[src/hw/rtl/assert_macros.svh]
// ---------------------------------------------------------------------------
// Assertion macros
// Clocked assertion helpers for the RTL.
// ---------------------------------------------------------------------------
`ifndef ASSERT_MACROS_SVH
`define ASSERT_MACROS_SVH

// Assertion on clk_i, disabled while rst_ni is low.
`define ASSERT_CLK(label, prop, msg) \
  label: assert property (@(posedge clk_i) disable iff (!rst_ni) (prop)) else $error(msg);

// Implication on clk_i, disabled while rst_ni is low.
`define ASSERT_IMPL(label, ante, cons, msg) \
  label: assert property (@(posedge clk_i) disable iff (!rst_ni) (ante) |-> (cons)) \
    else $error(msg);

`endif

[src/hw/rtl/hdbn_pkg.sv]
// ---------------------------------------------------------------------------
// HDBn package
// Symbol codes and order limits of the HDBn line encoder.
// ---------------------------------------------------------------------------
package hdbn_pkg;

  typedef logic [1:0] sym_t;

  localparam sym_t SYM_ZERO = 2'd0;
  localparam sym_t SYM_POS  = 2'd1;
  localparam sym_t SYM_NEG  = 2'd2;

  localparam int unsigned ORDER_W     = 3;
  localparam logic [ORDER_W-1:0] ORDER_RESET = 3'd3;
  localparam logic [ORDER_W-1:0] MIN_ORDER   = 3'd2;

endpackage

[src/hw/rtl/hdbn_if.sv]
// ---------------------------------------------------------------------------
// HDBn channel interfaces
// Valid/ready channels for input bits and encoded symbols.
// ---------------------------------------------------------------------------
interface hdbn_in_if;
  logic valid;
  logic ready;
  logic data_bit;
  logic last_in;

  modport source (output valid, output data_bit, output last_in, input ready);
  modport sink (input valid, input data_bit, input last_in, output ready);
endinterface

interface hdbn_out_if;
  logic valid;
  logic ready;
  logic pos_pulse;
  logic neg_pulse;
  logic last_out;

  modport source (output valid, output pos_pulse, output neg_pulse, output last_out,
                  input ready);
  modport sink (input valid, input pos_pulse, input neg_pulse, input last_out,
                output ready);
endinterface

[src/hw/rtl/hdbn_front.sv]
// ---------------------------------------------------------------------------
// HDBn front end
// Classifies each bit into a symbol, keeps the delay line for balancing
// pulses and pushes the symbols that a bit releases as one bundle.
// ---------------------------------------------------------------------------
module hdbn_front #(
  parameter int unsigned MAX_ORDER = 4,
  parameter int unsigned CW        = $clog2(MAX_ORDER + 2),
  parameter int unsigned QW        = 2 * (MAX_ORDER + 1) + CW + 1
) (
  input  logic                          clk_i,
  input  logic                          rst_ni,
  input  logic                          cfg_we_i,
  input  logic [hdbn_pkg::ORDER_W-1:0]  cfg_wdata_i,
  hdbn_in_if.sink                       in_i,
  input  logic                          q_full_i,
  output logic                          q_push_o,
  output logic [QW-1:0]                 q_data_o
);
  import hdbn_pkg::*;

  localparam int unsigned D = MAX_ORDER + 1;

  logic [ORDER_W-1:0] order_q;
  sym_t               held_q [D];
  sym_t               held_d [D];
  sym_t               h      [D];
  logic [CW-1:0]      held_cnt_q, held_cnt_d;
  logic [CW-1:0]      zero_run_q, zero_run_d;
  logic               lmp_q, lmp_d;
  logic               lvp_q, lvp_d;

  logic [CW-1:0]      n;
  logic [CW-1:0]      zr_inc;
  logic [CW-1:0]      cnt1;
  logic [CW-1:0]      pops;
  logic               vpos;
  sym_t               sym;
  sym_t               vsym;
  logic [2*D-1:0]     syms_flat;
  logic               accept;

  assign in_i.ready = !q_full_i;
  assign accept     = in_i.valid && in_i.ready;

  always_comb begin
    if (order_q < MIN_ORDER) begin
      n = CW'(MIN_ORDER);
    end else if (int'(order_q) > int'(MAX_ORDER)) begin
      n = CW'(MAX_ORDER);
    end else begin
      n = CW'(order_q);
    end
  end

  always_comb begin
    h          = held_q;
    lmp_d      = lmp_q;
    lvp_d      = lvp_q;
    zr_inc     = zero_run_q + CW'(1);
    zero_run_d = zr_inc;
    sym        = SYM_ZERO;
    vpos       = !lvp_q;
    vsym       = vpos ? SYM_POS : SYM_NEG;
    cnt1       = held_cnt_q + CW'(1);

    if (in_i.data_bit) begin
      zero_run_d = '0;
      sym        = lmp_q ? SYM_NEG : SYM_POS;
      lmp_d      = !lmp_q;
    end else if (zr_inc >= n + CW'(1)) begin
      sym = vsym;
      if ((lmp_q != vpos) && (held_cnt_q >= n)) begin
        for (int i = 0; i < D; i++) begin
          if (CW'(i) == held_cnt_q - n) begin
            h[i] = vsym;
          end
        end
        lmp_d = vpos;
      end
      lvp_d      = vpos;
      zero_run_d = '0;
    end

    for (int i = 0; i < D; i++) begin
      if (CW'(i) == held_cnt_q) begin
        h[i] = sym;
      end
    end

    if (in_i.last_in) begin
      pops = cnt1;
    end else if (cnt1 > n) begin
      pops = cnt1 - n;
    end else begin
      pops = '0;
    end

    for (int i = 0; i < D; i++) begin
      syms_flat[2*i +: 2] = h[i];
      held_d[i]           = SYM_ZERO;
      for (int j = 0; j < D; j++) begin
        if ((j >= i) && (CW'(j - i) == pops) && (CW'(j) < cnt1)) begin
          held_d[i] = h[j];
        end
      end
    end
    held_cnt_d = cnt1 - pops;

    if (in_i.last_in) begin
      for (int i = 0; i < D; i++) begin
        held_d[i] = SYM_ZERO;
      end
      held_cnt_d = '0;
      zero_run_d = '0;
      lmp_d      = 1'b0;
      lvp_d      = 1'b0;
    end
  end

  assign q_push_o = accept && (pops != '0);
  assign q_data_o = {in_i.last_in, pops, syms_flat};

  always_ff @(posedge clk_i or negedge rst_ni) begin
    if (!rst_ni) begin
      order_q    <= ORDER_RESET;
      held_cnt_q <= '0;
      zero_run_q <= '0;
      lmp_q      <= 1'b0;
      lvp_q      <= 1'b0;
      for (int i = 0; i < D; i++) begin
        held_q[i] <= SYM_ZERO;
      end
    end else begin
      if (cfg_we_i) begin
        order_q <= cfg_wdata_i;
      end
      if (accept) begin
        held_q     <= held_d;
        held_cnt_q <= held_cnt_d;
        zero_run_q <= zero_run_d;
        lmp_q      <= lmp_d;
        lvp_q      <= lvp_d;
      end
    end
  end

endmodule

[src/hw/rtl/hdbn_queue.sv]
// ---------------------------------------------------------------------------
// HDBn bundle queue
// Small FIFO between the front end and the symbol sender.
// ---------------------------------------------------------------------------
module hdbn_queue #(
  parameter int unsigned WIDTH = 8,
  parameter int unsigned DEPTH = 2
) (
  input  logic             clk_i,
  input  logic             rst_ni,
  input  logic             push_i,
  input  logic [WIDTH-1:0] data_i,
  output logic             full_o,
  input  logic             pop_i,
  output logic             valid_o,
  output logic [WIDTH-1:0] data_o
);
  localparam int unsigned PW = (DEPTH > 1) ? $clog2(DEPTH) : 1;
  localparam int unsigned NW = $clog2(DEPTH + 1);

  logic [WIDTH-1:0] mem_q [DEPTH];
  logic [PW-1:0]    wr_ptr_q, rd_ptr_q;
  logic [NW-1:0]    count_q;
  logic             do_push, do_pop;

  assign full_o  = (count_q == NW'(DEPTH));
  assign valid_o = (count_q != '0);
  assign data_o  = mem_q[rd_ptr_q];
  assign do_push = push_i && !full_o;
  assign do_pop  = pop_i && valid_o;

  always_ff @(posedge clk_i) begin
    if (do_push) begin
      mem_q[wr_ptr_q] <= data_i;
    end
  end

  always_ff @(posedge clk_i or negedge rst_ni) begin
    if (!rst_ni) begin
      wr_ptr_q <= '0;
      rd_ptr_q <= '0;
      count_q  <= '0;
    end else begin
      if (do_push) begin
        wr_ptr_q <= (wr_ptr_q == PW'(DEPTH - 1)) ? '0 : wr_ptr_q + PW'(1);
      end
      if (do_pop) begin
        rd_ptr_q <= (rd_ptr_q == PW'(DEPTH - 1)) ? '0 : rd_ptr_q + PW'(1);
      end
      if (do_push && !do_pop) begin
        count_q <= count_q + NW'(1);
      end else if (do_pop && !do_push) begin
        count_q <= count_q - NW'(1);
      end
    end
  end

endmodule

[src/hw/rtl/hdbn_back.sv]
// ---------------------------------------------------------------------------
// HDBn back end
// Unpacks queued bundles and sends one symbol per transfer through a
// registered output stage.
// ---------------------------------------------------------------------------
module hdbn_back #(
  parameter int unsigned MAX_ORDER = 4,
  parameter int unsigned CW        = $clog2(MAX_ORDER + 2),
  parameter int unsigned QW        = 2 * (MAX_ORDER + 1) + CW + 1
) (
  input  logic          clk_i,
  input  logic          rst_ni,
  input  logic          q_valid_i,
  input  logic [QW-1:0] q_data_i,
  output logic          q_pop_o,
  hdbn_out_if.source    out_o
);
  import hdbn_pkg::*;

  localparam int unsigned D  = MAX_ORDER + 1;
  localparam int unsigned SW = 2 * D;
  localparam int unsigned IW = $clog2(D);

  logic [SW-1:0] syms_flat;
  logic [CW-1:0] cnt;
  logic          bundle_last;
  logic [IW-1:0] idx_q;
  sym_t          sym;
  logic          is_end;
  logic          take;
  logic          valid_q, pos_q, neg_q, last_q;

  assign syms_flat   = q_data_i[SW-1:0];
  assign cnt         = q_data_i[SW +: CW];
  assign bundle_last = q_data_i[SW+CW];

  assign sym     = syms_flat[2*idx_q +: 2];
  assign is_end  = ((CW'(idx_q) + CW'(1)) == cnt);
  assign take    = q_valid_i && (!valid_q || out_o.ready);
  assign q_pop_o = take && is_end;

  assign out_o.valid     = valid_q;
  assign out_o.pos_pulse = pos_q;
  assign out_o.neg_pulse = neg_q;
  assign out_o.last_out  = last_q;

  always_ff @(posedge clk_i) begin
    if (take) begin
      pos_q  <= (sym == SYM_POS);
      neg_q  <= (sym == SYM_NEG);
      last_q <= bundle_last && is_end;
    end
  end

  always_ff @(posedge clk_i or negedge rst_ni) begin
    if (!rst_ni) begin
      valid_q <= 1'b0;
      idx_q   <= '0;
    end else begin
      if (take) begin
        valid_q <= 1'b1;
        idx_q   <= is_end ? '0 : idx_q + IW'(1);
      end else if (out_o.ready) begin
        valid_q <= 1'b0;
      end
    end
  end

endmodule

[src/hw/rtl/hdbn_line_encoder.sv]
// HDBn line encoder: while the queue has room and out_o is ready, one
// message bit is taken on in_i and one bipolar symbol leaves on out_o per
// clock. Symbols appear after a delay of n bits (n = order register,
// clamped to 2..MAX_ORDER) via the bundle queue and the output register.
// A bit flagged last releases up to n+1 symbols, sent one per cycle while
// out_o is ready; input is held off only while the two-entry queue is full.
// Write the order register only while the encoder is idle.
// ---------------------------------------------------------------------------
// HDBn line encoder top level
// Front end, bundle queue and symbol sender.
// ---------------------------------------------------------------------------
`include "assert_macros.svh"

module hdbn_line_encoder #(
  parameter int unsigned MAX_ORDER = 4
) (
  input  logic                          clk_i,
  input  logic                          rst_ni,
  input  logic                          cfg_we_i,
  input  logic [hdbn_pkg::ORDER_W-1:0]  cfg_wdata_i,
  hdbn_in_if.sink                       in_i,
  hdbn_out_if.source                    out_o
);
  import hdbn_pkg::*;

  localparam int unsigned CW      = $clog2(MAX_ORDER + 2);
  localparam int unsigned QW      = 2 * (MAX_ORDER + 1) + CW + 1;
  localparam int unsigned Q_DEPTH = 2;

  logic          q_push, q_pop, q_full, q_valid;
  logic [QW-1:0] q_wdata, q_rdata;

  hdbn_front #(
    .MAX_ORDER (MAX_ORDER),
    .CW        (CW),
    .QW        (QW)
  ) u_front (
    .clk_i       (clk_i),
    .rst_ni      (rst_ni),
    .cfg_we_i    (cfg_we_i),
    .cfg_wdata_i (cfg_wdata_i),
    .in_i        (in_i),
    .q_full_i    (q_full),
    .q_push_o    (q_push),
    .q_data_o    (q_wdata)
  );

  hdbn_queue #(
    .WIDTH (QW),
    .DEPTH (Q_DEPTH)
  ) u_queue (
    .clk_i   (clk_i),
    .rst_ni  (rst_ni),
    .push_i  (q_push),
    .data_i  (q_wdata),
    .full_o  (q_full),
    .pop_i   (q_pop),
    .valid_o (q_valid),
    .data_o  (q_rdata)
  );

  hdbn_back #(
    .MAX_ORDER (MAX_ORDER),
    .CW        (CW),
    .QW        (QW)
  ) u_back (
    .clk_i     (clk_i),
    .rst_ni    (rst_ni),
    .q_valid_i (q_valid),
    .q_data_i  (q_rdata),
    .q_pop_o   (q_pop),
    .out_o     (out_o)
  );

  `ASSERT_IMPL(a_pulse_excl, out_o.valid, !(out_o.pos_pulse && out_o.neg_pulse), "both pulses set")
  `ASSERT_IMPL(a_pop_valid, q_pop, q_valid, "pop from empty queue")
  `ASSERT_IMPL(a_push_room, q_push, !q_full, "push into full queue")
  `ASSERT_CLK(a_push_on_accept, !q_push || (in_i.valid && in_i.ready), "push without transfer")

endmodule

[src/flat_wrapper.sv]
// flat-port wrapper written by rule: the top's interface ports become plain ports
module hdbn_line_encoder_flat import hdbn_pkg::*;
#(
  parameter int unsigned MAX_ORDER = 4
)
  (clk_i, rst_ni, cfg_we_i, cfg_wdata_i, in_i_valid, in_i_data_bit, in_i_last_in, in_i_ready, out_o_valid, out_o_pos_pulse, out_o_neg_pulse, out_o_last_out, out_o_ready);
  hdbn_in_if in_i_i ();
  hdbn_out_if out_o_i ();
  input  logic clk_i;
  input  logic rst_ni;
  input  logic cfg_we_i;
  input  logic [hdbn_pkg::ORDER_W-1:0] cfg_wdata_i;
  input wire logic [$bits(in_i_i.valid)-1:0] in_i_valid;
  input wire logic [$bits(in_i_i.data_bit)-1:0] in_i_data_bit;
  input wire logic [$bits(in_i_i.last_in)-1:0] in_i_last_in;
  output wire logic [$bits(in_i_i.ready)-1:0] in_i_ready;
  output wire logic [$bits(out_o_i.valid)-1:0] out_o_valid;
  output wire logic [$bits(out_o_i.pos_pulse)-1:0] out_o_pos_pulse;
  output wire logic [$bits(out_o_i.neg_pulse)-1:0] out_o_neg_pulse;
  output wire logic [$bits(out_o_i.last_out)-1:0] out_o_last_out;
  input wire logic [$bits(out_o_i.ready)-1:0] out_o_ready;
  assign in_i_i.valid = in_i_valid;
  assign in_i_i.data_bit = in_i_data_bit;
  assign in_i_i.last_in = in_i_last_in;
  assign in_i_ready = in_i_i.ready;
  assign out_o_valid = out_o_i.valid;
  assign out_o_pos_pulse = out_o_i.pos_pulse;
  assign out_o_neg_pulse = out_o_i.neg_pulse;
  assign out_o_last_out = out_o_i.last_out;
  assign out_o_i.ready = out_o_ready;
  hdbn_line_encoder #(.MAX_ORDER(MAX_ORDER)) u_core (.clk_i(clk_i), .rst_ni(rst_ni), .cfg_we_i(cfg_we_i), .cfg_wdata_i(cfg_wdata_i), .in_i(in_i_i), .out_o(out_o_i));
endmodule
[config.mk]
export PLATFORM = sky130hd
export DESIGN_NAME = hdbn_line_encoder_flat
export DESIGN_NICKNAME = d
export VERILOG_FILES = /design/src/hw/rtl/hdbn_pkg.sv /design/src/hw/rtl/hdbn_if.sv /design/src/hw/rtl/hdbn_front.sv /design/src/hw/rtl/hdbn_queue.sv /design/src/hw/rtl/hdbn_back.sv /design/src/hw/rtl/hdbn_line_encoder.sv /design/src/flat_wrapper.sv
export VERILOG_INCLUDE_DIRS = /design/src /design/src/hw/rtl
export SDC_FILE = /design/constraint.sdc
export NUM_CORES = 1
export LEC_CHECK = 0
export BUFFER_PORTS_ARGS = -buffer_cell sky130_fd_sc_hd__buf_2
export CAP_MARGIN = 25
export CORE_MARGIN = 4
export CORE_UTILIZATION = 55
export DETAILED_ROUTE_END_ITERATION = 7
export GPL_TIMING_DRIVEN = 0
export PLACE_DENSITY = 0.74
export SYNTH_ARGS = -nofsm -noshare
export SYNTH_HDL_FRONTEND = slang
export SYNTH_SLANG_ARGS = --single-unit
[constraint.sdc]
create_clock -name clk_i -period 7.66 [get_ports clk_i]
set_clock_uncertainty 0.2 [all_clocks]
set_input_delay 1.149 -clock clk_i [delete_from_list [all_inputs] [get_ports clk_i]]
set_output_delay 1.149 -clock clk_i [all_outputs]
set_load 0.02 [all_outputs]
==> results of run 1 <==
## worst max-delay path by stage
stage | cells after the start | slack (ns) | to
4_1_cts | 10 | 3.40 | u_core.u_queue.mem_q[1][0]
3_5_place_dp | 10 | 3.43 | u_core.u_queue.mem_q[1][12]
3_3_place_gp | 9 | 2.80 | u_core.u_queue.mem_q[0][7]
6_report | 10 | 3.42 | u_core.u_queue.mem_q[1][12]
2_1_floorplan | 9 | 3.69 | u_core.u_queue.mem_q[0][0]
5_1_grt | 10 | 3.13 | u_core.u_queue.mem_q[1][0]
## through the flow
| step | setup slack, ns | util | hold slack [ns] |
|---|---|---|---|
| final | 3.42 | 0.642 | 0.292 |
| after global routing | 3.13 | 0.642 | 0.315 |
| after CTS | 3.40 | 0.642 | 0.298 |
| after detailed placement | 3.43 | 0.605 | 0.282 |
| after global placement | 2.80 | 0.603 | 0.269 |
| after floorplan | 3.69 | - | 0.250 |
## layer usage
layer / track usage / share of wire / vias up
li1: - / - / 1395
met1: 0.308 / 0.45 / 1428
met2: 0.350 / 0.45 / 138
met3: 0.0775 / 0.076 / 27
met4: 0.0995 / 0.030 / 0
met5: 0 / 0 / -
## registers in the layout, indices dropped and copies added, names as in the netlist, 2 cells and up
signal                     count
u_core.u_back.idx_q            3
u_core.u_front.held_q         10
u_core.u_front.zero_run_q      3
u_core.u_front.order_q         3
u_core.u_queue.count_q         2
u_core.u_front.held_cnt_q      3
u_core.u_queue.mem_q          28
## kinds of logic after synthesis
logic type | Yosys count
simple gates | 115
compound gates | 93
flops | 60
buf+inv | 34
fa+ha+maj | 22
mux | 18
xor+xnor | 17
## worst max-delay path, cell delays in order (launching register included)
cell	delay (ns)
dfrtp_1	0.49
ha_1	0.26
ha_1	0.27
buf_2	0.21
clkinv_1	0.28
ha_1	0.45
a31oi_1	0.28
o221ai_1	0.26
and4_2	0.34
nor2_1	0.23
and2_1	0.60
## where the power goes
part / switching (µW) / total [µW] / internal [µW] / leakage, µW
combinational: 524 / 830 / 306 / 0.000915
clock: 126 / 343 / 217 / 0.000117
sequential: 57.3 / 521 / 463 / 0.000665
total: 707 / 1690 / 986 / 0.00170
## cells in the mapped netlist (all sizes together) (5+ instances only)
master and number:
nor2b 5, inv 20, buf 8, nor3 8, nand2 42, mux2i 11
edfxtp 31, a41oi 5, and2 5, ha 19, o31ai 6, a21oi 13
dfrtp 27, nand3 9, clkbuf 5, xnor2 8, o21ai 26, xor2 9
nand2b 6, nor2 24
## area by class of cell
class | count | area share
buffer | 13 | 0.0156
clock buffer | 10 | 0.0306
clock inverter | 6 | 0.0267
inverter | 21 | 0.0189
multi-input combinational | 265 | 0.468
sequential | 60 | 0.398
tap | 77 | 0.0231
timing repair buffer | 15 | 0.0195
==> run metrics, run 1 <==
clock buffer depth 2; CORE AREA 6490 µm²; Initial Util 0.577; crit path DAT 4.02 ns; initial DRC count 247; Final period util 0.554; Synth Area in XOR/XNOR 0.0417; commonest register cell after synthesis edfxtp_1; initial antenna violation count 0; crit path max fanout 14; Final Hold Viols 0; Lkg Pwr 0.00170 µW; Worst Hold Launch u_core.u_back.out_o.valid; most frequent cells in the layout nand2_1, edfxtp_1, dfrtp_1, nor2_1, o21ai_0; kind of critical path flop to flop; Post-CTS Hold Buffers 0; post-synthesis sequential area ratio 0.443; gr ovfl total 0; multiplexer share of the synthesized area 0.0624; startpoint types flop; die area 8200 µm²; Max IR drop VDD 0.210 mV; most common cell after layout, fill and taps aside nand2_1; top post-synthesis cells by area edfxtp_1, dfrtp_1, ha_1; vias in the first global route 3,020; R2R setup slack 3.42 ns; Worst R2R Path Depth 10; number of core rows 29; status finished, final reports clean; CTS tree built; PwrDens 406 nW/µm²; first-pass GRT wire length 15,000 µm; Reg area 1660 µm²; WHS Path Cells 2; post-route non-filler standard cell count 467; die width 90.6 µm; fin. max-slew vios 0; Slew headroom 0.520; drt pass-1 iters 6; Hold EP u_core.u_back.out_o.valid; worst min path class flop to flop; maxcap violations 0; number of remaining DRC errors 0; Detail Placement HPWL 6840 µm; Tmin final 4.24 ns; Synth Area in Simple Gates 0.152; CP endpoint kind flop; FF-to-FF End u_core.u_queue.mem_q[1][12]; #FFs+latches synth 60; number of buffers inserted by port buffering 14; GP Congestion 1.02; Cells after DPL 451; top-level I/O count 15; postcts setup bufs 0; Mapped Cells 359; H-tree depth 3; Synth-to-Final Area Change 11.2%; actual slew at the worst max-slew pin 0.716 ns; final setup fails 0; largest family of logic cells by synthesized area compound AO/OA/AOI/OAI gates; Worst setup startpoint u_core.u_front.held_cnt_q[0]; Clock transition at path regs 0.07 ns; insertion delay to the later sink of the worst-skew pair 0.34 ns; fmax 0.236 GHz; Synth Net Count 391; Tot GR Track Use 0.233; number of enable flip-flop cells after synthesis 31; final WL 9070 µm; DIE HEIGHT 90.6 µm; post-synth cell types 69; CTS Root Cell clkbuf_8; Total Nets Final 417; largest net degree at the start of global routing 30; Resize count post-CTS 0; DP Area 3930 µm²; area share of the largest cell type after synthesis 0.248; final setup TNS 0 ns; Yosys Warn Count 0; multi-input logic area 1950 µm²; unrepaired setup endpoints after global routing false; design area 4170 µm²; DRT antenna net count 0; CTS Sinks 60; Avg Inst Size Synth 10.4 µm²; DR vias 2,988; CTS buffer count 9; CP required 7.43 ns; leading area contributor after synthesis edfxtp_1; Post-Syn Area 3750 µm²; Layout fillers 534; Adder-Cell Fraction of Synth Area 0.0794; drt wl/cell 19.4 µm; share of cells above drive strength 1 0.164; Synth async-reset ratio 0.483; # diodes 0; launching point of the worst reg2reg path u_core.u_front.held_cnt_q[0]; via/cell ratio 6.40; Synth Area in Compound Gates 0.184; Pwr Total 1690 µW
Power figures use the tool's default switching activity.
==> run 2, diff against run 1 <==
--- a/config.mk
+++ b/config.mk
@@ -6,13 +6,14 @@
 export SDC_FILE = /design/constraint.sdc
 export NUM_CORES = 1
 export LEC_CHECK = 0
+export ABC_AREA = 1
 export BUFFER_PORTS_ARGS = -buffer_cell sky130_fd_sc_hd__buf_2
 export CAP_MARGIN = 25
 export CORE_MARGIN = 4
 export CORE_UTILIZATION = 55
 export DETAILED_ROUTE_END_ITERATION = 7
 export GPL_TIMING_DRIVEN = 0
-export PLACE_DENSITY = 0.74
+export PLACE_DENSITY = 0.77
 export SYNTH_ARGS = -nofsm -noshare
 export SYNTH_HDL_FRONTEND = slang
 export SYNTH_SLANG_ARGS = --single-unit
==> constraint.sdc (replaced) <==
create_clock -name clk_i -period 3.5 [get_ports clk_i]
set_clock_uncertainty 0.2 [all_clocks]
set_input_delay 0.525 -clock clk_i [delete_from_list [all_inputs] [get_ports clk_i]]
set_output_delay 0.525 -clock clk_i [all_outputs]
set_load 0.02 [all_outputs]
==> run metrics, run 2 <==
DP Area 3810 µm² (was 3930 µm²); final core occ 0.647 (was 0.642); drt pass-1 iters 4 (was 6); drt wl/cell 14.9 µm (was 19.4 µm); PwrDens 942 nW/µm² (was 406 nW/µm²); clock buffer depth 2 (unchanged); DR vias 3,008 (was 2,988); GP Congestion 0.924 (was 1.02); DRT antenna net count 0 (unchanged); logic depth of the worst path, buffers included 16 (was 10); Mapped Cells 442 (was 359); max reg flops 28 (unchanged); Slew headroom 0.550 (was 0.520); crit path max fanout 7 (was 14); launching point of the worst reg2reg path u_core.u_front.held_cnt_q[0] (unchanged); Initial Util 0.571 (was 0.577); Max IR drop VDD 0.611 mV (was 0.210 mV); number of core rows 29 (unchanged); commonest register cell after synthesis edfxtp_1 (unchanged); initial DRC count 199 (was 247); Final Hold Viols 0 (unchanged); Clock transition at path regs 0.07 ns (about the same); DIE HEIGHT 89.4 µm (was 90.6 µm); maxcap violations 0 (unchanged); Pwr Total 3890 µW (was 1690 µW); Post-CTS Hold Buffers 0 (unchanged); number of remaining DRC errors 0 (unchanged); Largest regs u_core.u_queue.mem_q: 28 flops, u_core.u_front.held_q: 10 flops (unchanged); die area 7990 µm² (was 8200 µm²); worst-path cell chain ha_1, ha_4, inv_2, ha_4, a21oi_2, nand2_2, nand2_1, nand2_2, nor2_4, nand2_2, inv_2, nor2_4, ha_1, a21oi_1, o21ai_0, xnor2_1 (was ha_1, ha_1, buf_2, clkinv_1, ha_1, a31oi_1, o221ai_1, and4_2, nor2_1, and2_1); largest net degree at the start of global routing 30 (unchanged); # diodes 0 (unchanged); Tot GR Track Use 0.235 (was 0.233); Yosys Warn Count 0 (unchanged); fin. max-slew vios 0 (unchanged); post-synth cell types 39 (was 69); CTS tree built (unchanged); post-synthesis sequential area ratio 0.455 (was 0.443); gr ovfl total 0 (unchanged); most common cell after layout, fill and taps aside nand2_1 (unchanged); CORE AREA 6390 µm² (was 6490 µm²); CTS buffer count 9 (unchanged); die width 89.4 µm (was 90.6 µm); R2R setup slack 0.23 ns (was 3.42 ns); Detail Placement HPWL 6120 µm (was 6840 µm); most frequent cells in the layout nand2_1, inv_1, nor2_1, nand3_1, edfxtp_1 (was nand2_1, edfxtp_1, dfrtp_1, nor2_1, o21ai_0); final worst slack 0.235 ns (was 3.42 ns); leading area contributor after synthesis edfxtp_1 (unchanged); top-level I/O count 15 (unchanged); status finished, final reports clean (unchanged); crit path DAT 3.29 ns (was 4.02 ns); Critical path destination u_core.u_queue.count_q[1] (was u_core.u_queue.mem_q[1][12]); top post-synthesis cells by area edfxtp_1, dfrtp_1, nand2_1 (was edfxtp_1, dfrtp_1, ha_1); kind of critical path flop to flop (unchanged); most instantiated library cell after synthesis nand2_1 (unchanged); H-tree depth 3 (unchanged); fmax 0.306 GHz (was 0.236 GHz); Crit-path slowest cell dfrtp_2 (was and2_1); #FFs+latches synth 60 (unchanged); CTS Sinks 60 (unchanged); most used cell, CP nand2_2 (was ha_1); vias in the first global route 3,080 (was 3,020); final WL 8290 µm (was 9070 µm); Total Nets Final 505 (was 417); design area 4130 µm² (was 4170 µm²); Lkg Pwr 0.00194 µW (was 0.00170 µW); share of cells above drive strength 1 0.157 (was 0.164); Layout fillers 524 (was 534); area share of the largest cell type after synthesis 0.255 (was 0.248); Tmin final 3.27 ns (was 4.24 ns); Post-Syn Area 3640 µm² (was 3750 µm²); pre-CTS setup slack -0.371 ns (was 3.43 ns); final setup fails 0 (unchanged); Final period util 0.933 (was 0.554); via/cell ratio 5.42 (was 6.40); Synth-to-Final Area Change 13.3% (was 11.2%); insertion delay to the later sink of the worst-skew pair 0.34 ns (about the same); Synth Net Count 474 (was 391); Worst R2R Path Depth 16 (was 10); FF-to-FF End u_core.u_queue.count_q[1] (was u_core.u_queue.mem_q[1][12]); Avg Inst Size Synth 8.25 µm² (was 10.4 µm²); startpoint types flop (unchanged); number of buffers inserted by port buffering 14 (unchanged); first-pass GRT wire length 14,000 µm (was 15,000 µm); family with the most delay on the worst path adder cells (was simple AND/OR/NAND/NOR gates); CP endpoint kind flop (unchanged); worst min path class primary input to asynchronous set/reset pin (was flop to flop); CTS Root Cell clkbuf_8 (unchanged); actual slew at the worst max-slew pin 0.675 ns (was 0.716 ns); Worst setup startpoint u_core.u_front.held_cnt_q[0] (unchanged); WP buf/inv 2 (unchanged); WHS 0.00991 ns (was 0.292 ns); Synth async-reset ratio 0.483 (unchanged); CP required 3.52 ns (was 7.43 ns); largest reg by FF count u_core.u_queue.mem_q (unchanged); initial antenna violation count 0 (unchanged); leading cell types by count after synthesis nand2_1, inv_1, nor2_1, nand3_1, edfxtp_1 (was nand2_1, edfxtp_1, dfrtp_1, nor2_1, o21ai_0); number of enable flip-flop cells after synthesis 31 (unchanged); biggest cell delay along the critical path 0.46 ns (was 0.60 ns)
==> run 2: what timing repair did <==
item / in CTS / in global routing
pin swaps: 2 / 2
buffers inserted: 2 / 4
endpoints found under the setup margin: 30 / 31
gates resized for setup: 6 / 11
==> run 2: routing by layer <==
| layer | up-vias | part of all wire | GRT usage |
|---|---|---|---|
| li1 | 1519 | - | - |
| met3 | 16 | 0.045 | 0.0581 |
| met1 | 1400 | 0.42 | 0.266 |
| met4 | 0 | 0.021 | 0.0839 |
| met2 | 73 | 0.52 | 0.429 |
| met5 | - | 0 | 0 |
==> run 2: through the flow <==
step | setup TNS [ns] | std cells
CTS | 0 | 551
global placement | -8.33 | 533
finish | 0 | 555
detailed placement | -10.37 | 533
floorplan | 0 | 442
global route | -0.00971 | 555
==> run 2: power by group <==
group | internal, µW | switching (µW)
Clock | 255 | 285
Sequential | 1060 | 144
Combinational | 739 | 1400
Total | 2060 | 1830
==> run 2: layout make-up <==
| cell class | instances | area, µm² | share of cell area |
|---|---|---|---|
| Timing Repair Buffer | 20 | 140 | 0.0339 |
| Buffer | 5 | 21.3 | 0.00515 |
| Clock inverter | 6 | 40.0 | 0.00969 |
| Sequential cell | 60 | 1660 | 0.402 |
| Multi-Input combinational cell | 322 | 1840 | 0.445 |
| Clock buffer | 10 | 128 | 0.0309 |
| Inverter | 55 | 206 | 0.0500 |
| Tap cell | 77 | 96.3 | 0.0233 |
==> run 2: logic make-up after synthesis <==
kind of cell             Yosys count  synth area share
AO/OA/AOI/OAI                     56            0.0906
flip-flops                        60             0.455
AND/OR/NAND/NOR                  230             0.274
buffers and inverters             60            0.0625
multiplexers                       2           0.00549
XOR/XNOR                          12            0.0309
adder cells (fa/ha/maj)           22            0.0817
==> run 2: worst min-delay path by stage <==
stage	from	to	slack [ns]	depth (start not counted)
after global routing	rst_ni	u_core.u_queue.count_q[0]	0.06	1
after floorplan	rst_ni	u_core.u_back.idx_q[0]	0.03	0
after global placement	u_core.u_front.held_q[9]	u_core.u_front.held_q[9]	0.27	2
after CTS	rst_ni	u_core.u_back.out_o.valid	0.03	1
after detailed placement	u_core.u_front.held_q[9]	u_core.u_front.held_q[9]	0.27	2
final	rst_ni	u_core.u_queue.count_q[0]	0.01	1
==> run 3, diff against run 2 <==
--- a/config.mk
+++ b/config.mk
@@ -9,8 +9,11 @@
 export ABC_AREA = 1
 export BUFFER_PORTS_ARGS = -buffer_cell sky130_fd_sc_hd__buf_2
 export CAP_MARGIN = 25
+export CELL_PAD_IN_SITES_DETAIL_PLACEMENT = 0
+export CELL_PAD_IN_SITES_GLOBAL_PLACEMENT = 1
+export CORE_ASPECT_RATIO = 0.5
 export CORE_MARGIN = 4
-export CORE_UTILIZATION = 55
+export CORE_UTILIZATION = 42
 export DETAILED_ROUTE_END_ITERATION = 7
 export GPL_TIMING_DRIVEN = 0
 export PLACE_DENSITY = 0.77
==> run metrics, run 3 (synthesis gave the netlist of run 2 again) <==
kind of critical path flop to flop (unchanged); actual slew at the worst max-slew pin 0.749 ns (was 0.675 ns); CORE AREA 8230 µm² (was 6390 µm²); most frequent cells in the layout nand2_1, inv_1, nor2_1, nand3_1, edfxtp_1 (unchanged); Max IR drop VDD 0.339 mV (was 0.611 mV); Largest regs u_core.u_queue.mem_q: 28 flops, u_core.u_front.held_q: 10 flops (unchanged); Initial Util 0.443 (was 0.571); die width 140 µm (was 89.4 µm); CP endpoint kind flop (unchanged); drt wl/cell 14.3 µm (was 14.9 µm); DR vias 2,935 (was 3,008); Final Hold Viols 0 (unchanged); initial DRC count 140 (was 199); CTS Root Cell clkbuf_16 (was clkbuf_8); startpoint types flop (unchanged); launching point of the worst reg2reg path u_core.u_front.held_cnt_q[0] (unchanged); Final period util 0.935 (was 0.933); number of buffers inserted by port buffering 14 (unchanged); die area 10,300 µm² (was 7990 µm²); insertion delay to the later sink of the worst-skew pair 0.33 ns (was 0.34 ns); most common cell after layout, fill and taps aside nand2_1 (unchanged); number of core rows 23 (was 29); share of cells above drive strength 1 0.151 (was 0.157); via/cell ratio 4.99 (was 5.42); Clock transition at path regs 0.05 ns (was 0.07 ns); final setup fails 0 (unchanged); DRT antenna net count 0 (unchanged); unrepaired setup endpoints after global routing false; Detail Placement HPWL 6290 µm (was 6120 µm); initial antenna violation count 0 (unchanged); largest reg by FF count u_core.u_queue.mem_q (unchanged); Worst setup startpoint u_core.u_front.held_cnt_q[0] (unchanged); DIE HEIGHT 73.9 µm (was 89.4 µm); Tot GR Track Use 0.181 (was 0.235); drt pass-1 iters 5 (was 4); vias in the first global route 2,823 (was 3,080); worst min path class primary input to asynchronous set/reset pin (unchanged); Total Nets Final 503 (was 505); CTS Sinks 60 (unchanged); gr ovfl total 0 (unchanged); CTS tree built (unchanged); maxcap violations 0 (unchanged); WHS 0.0628 ns (was 0.00991 ns); pre-CTS setup slack -0.490 ns (was -0.371 ns); final worst slack 0.226 ns (was 0.235 ns); GP Congestion 0.842 (was 0.924); first-pass GRT wire length 14,300 µm (was 14,000 µm); PwrDens 977 nW/µm² (was 942 nW/µm²); Layout fillers 806 (was 524); largest net degree at the start of global routing 30 (unchanged); number of remaining DRC errors 0 (unchanged); crit path DAT 3.29 ns (about the same); H-tree depth 3 (unchanged); final WL 8440 µm (was 8290 µm); Lkg Pwr 0.00199 µW (was 0.00194 µW); Worst R2R Path Depth 15 (was 16); max reg flops 28 (unchanged); final core occ 0.519 (was 0.647); top-level I/O count 15 (unchanged); Tmin final 3.27 ns (about the same); fin. max-slew vios 0 (unchanged); Synth-to-Final Area Change 17.1% (was 13.3%); Post-CTS Hold Buffers 0 (unchanged); Slew headroom 0.501 (was 0.550); clock buffer depth 2 (unchanged); # diodes 0 (unchanged); status finished, final reports clean (unchanged); fmax 0.305 GHz (was 0.306 GHz); CTS buffer count 9 (unchanged); crit path max fanout 8 (was 7); CP required 3.51 ns (was 3.52 ns)
-- run 3: cell count changes in the layout (fill, tap and decap cells not counted), sizes merged --
cell | before | now
buf | 22 | 20
clkinv | 3 | 5
bufinv | 0 | 1
clkbuf | 13 | 12
clkinvlp | 3 | 2
inv | 55 | 54
-- run 3: metrics by stage --
step                      cells  TNS, ns  total power, µW  instance area [µm²]
after global placement      568   -11.44             3150                 3860
after floorplan             442        0             2700                 3650
after CTS                   587        0             4150                 4230
after detailed placement    568   -13.23             3180                 3860
after global routing        588        0             4530                 4270
final                       588        0             4170                 4270
-- run 3: report_power, final --
part           leakage, µW  total, µW  internal [µW]  switching (µW)
logic              0.00119       2090            728            1370
registers         0.000664       1200           1060             139
clock network     0.000139        871            546             324
total              0.00199       4170           2340            1830
-- run 3: per-layer routing --
metal	wire, µm	part of all wire	GRT usage
met2	3700	0.44	0.282
met5	0	0	0
met3	414	0.049	0.0468
met1	4230	0.50	0.248
met4	85	0.010	0.0602
-- run 3: layout make-up --
type / count / area (µm²) / area share
timing repair buffer: 18 / 125 / 0.0293
buffer: 5 / 21.3 / 0.00498
tap: 112 / 140 / 0.0328
clock buffer: 9 / 225 / 0.0528
clock inverter: 7 / 67.6 / 0.0158
multi-input combinational: 322 / 1820 / 0.427
sequential: 60 / 1660 / 0.389
inverter: 55 / 206 / 0.0484
-- run 3: critical path, cell delays in order (launching register included) --
cell,delay (ns)
dfrtp_2,0.45
inv_1,0.18
ha_2,0.37
fa_1,0.55
inv_1,0.04
nor2_1,0.10
nand3_2,0.12
nand2_4,0.13
nor2_2,0.06
nand2_2,0.12
inv_2,0.06
nor2_2,0.15
ha_1,0.28
a21oi_1,0.12
o21ai_0,0.11
xnor2_1,0.13
-- run 3: path summary, 6_finish.rpt --
| check | end | slack [ns] |
|---|---|---|
| max in group asynchronous | u_core.u_front.held_cnt_q[0] | 2.52 |
| setup reg to reg | u_core.u_queue.count_q[1] | 0.23 |
| hold reg to reg | u_core.u_front.held_q[9] | 0.28 |
| hold / removal | u_core.u_front.zero_run_q[1] | 0.06 |
| min in group clk_i | u_core.u_back.out_o.valid | 0.19 |
| setup / recovery | u_core.u_queue.count_q[1] | 0.23 |
-- run 3: timing repair --
item / in CTS / in global routing
gates cloned: 0 / 0
pin swaps: 2 / 2
gates resized for setup: 6 / 7
buffers inserted: 3 / 1
setup endpoints to repair: 30 / 31
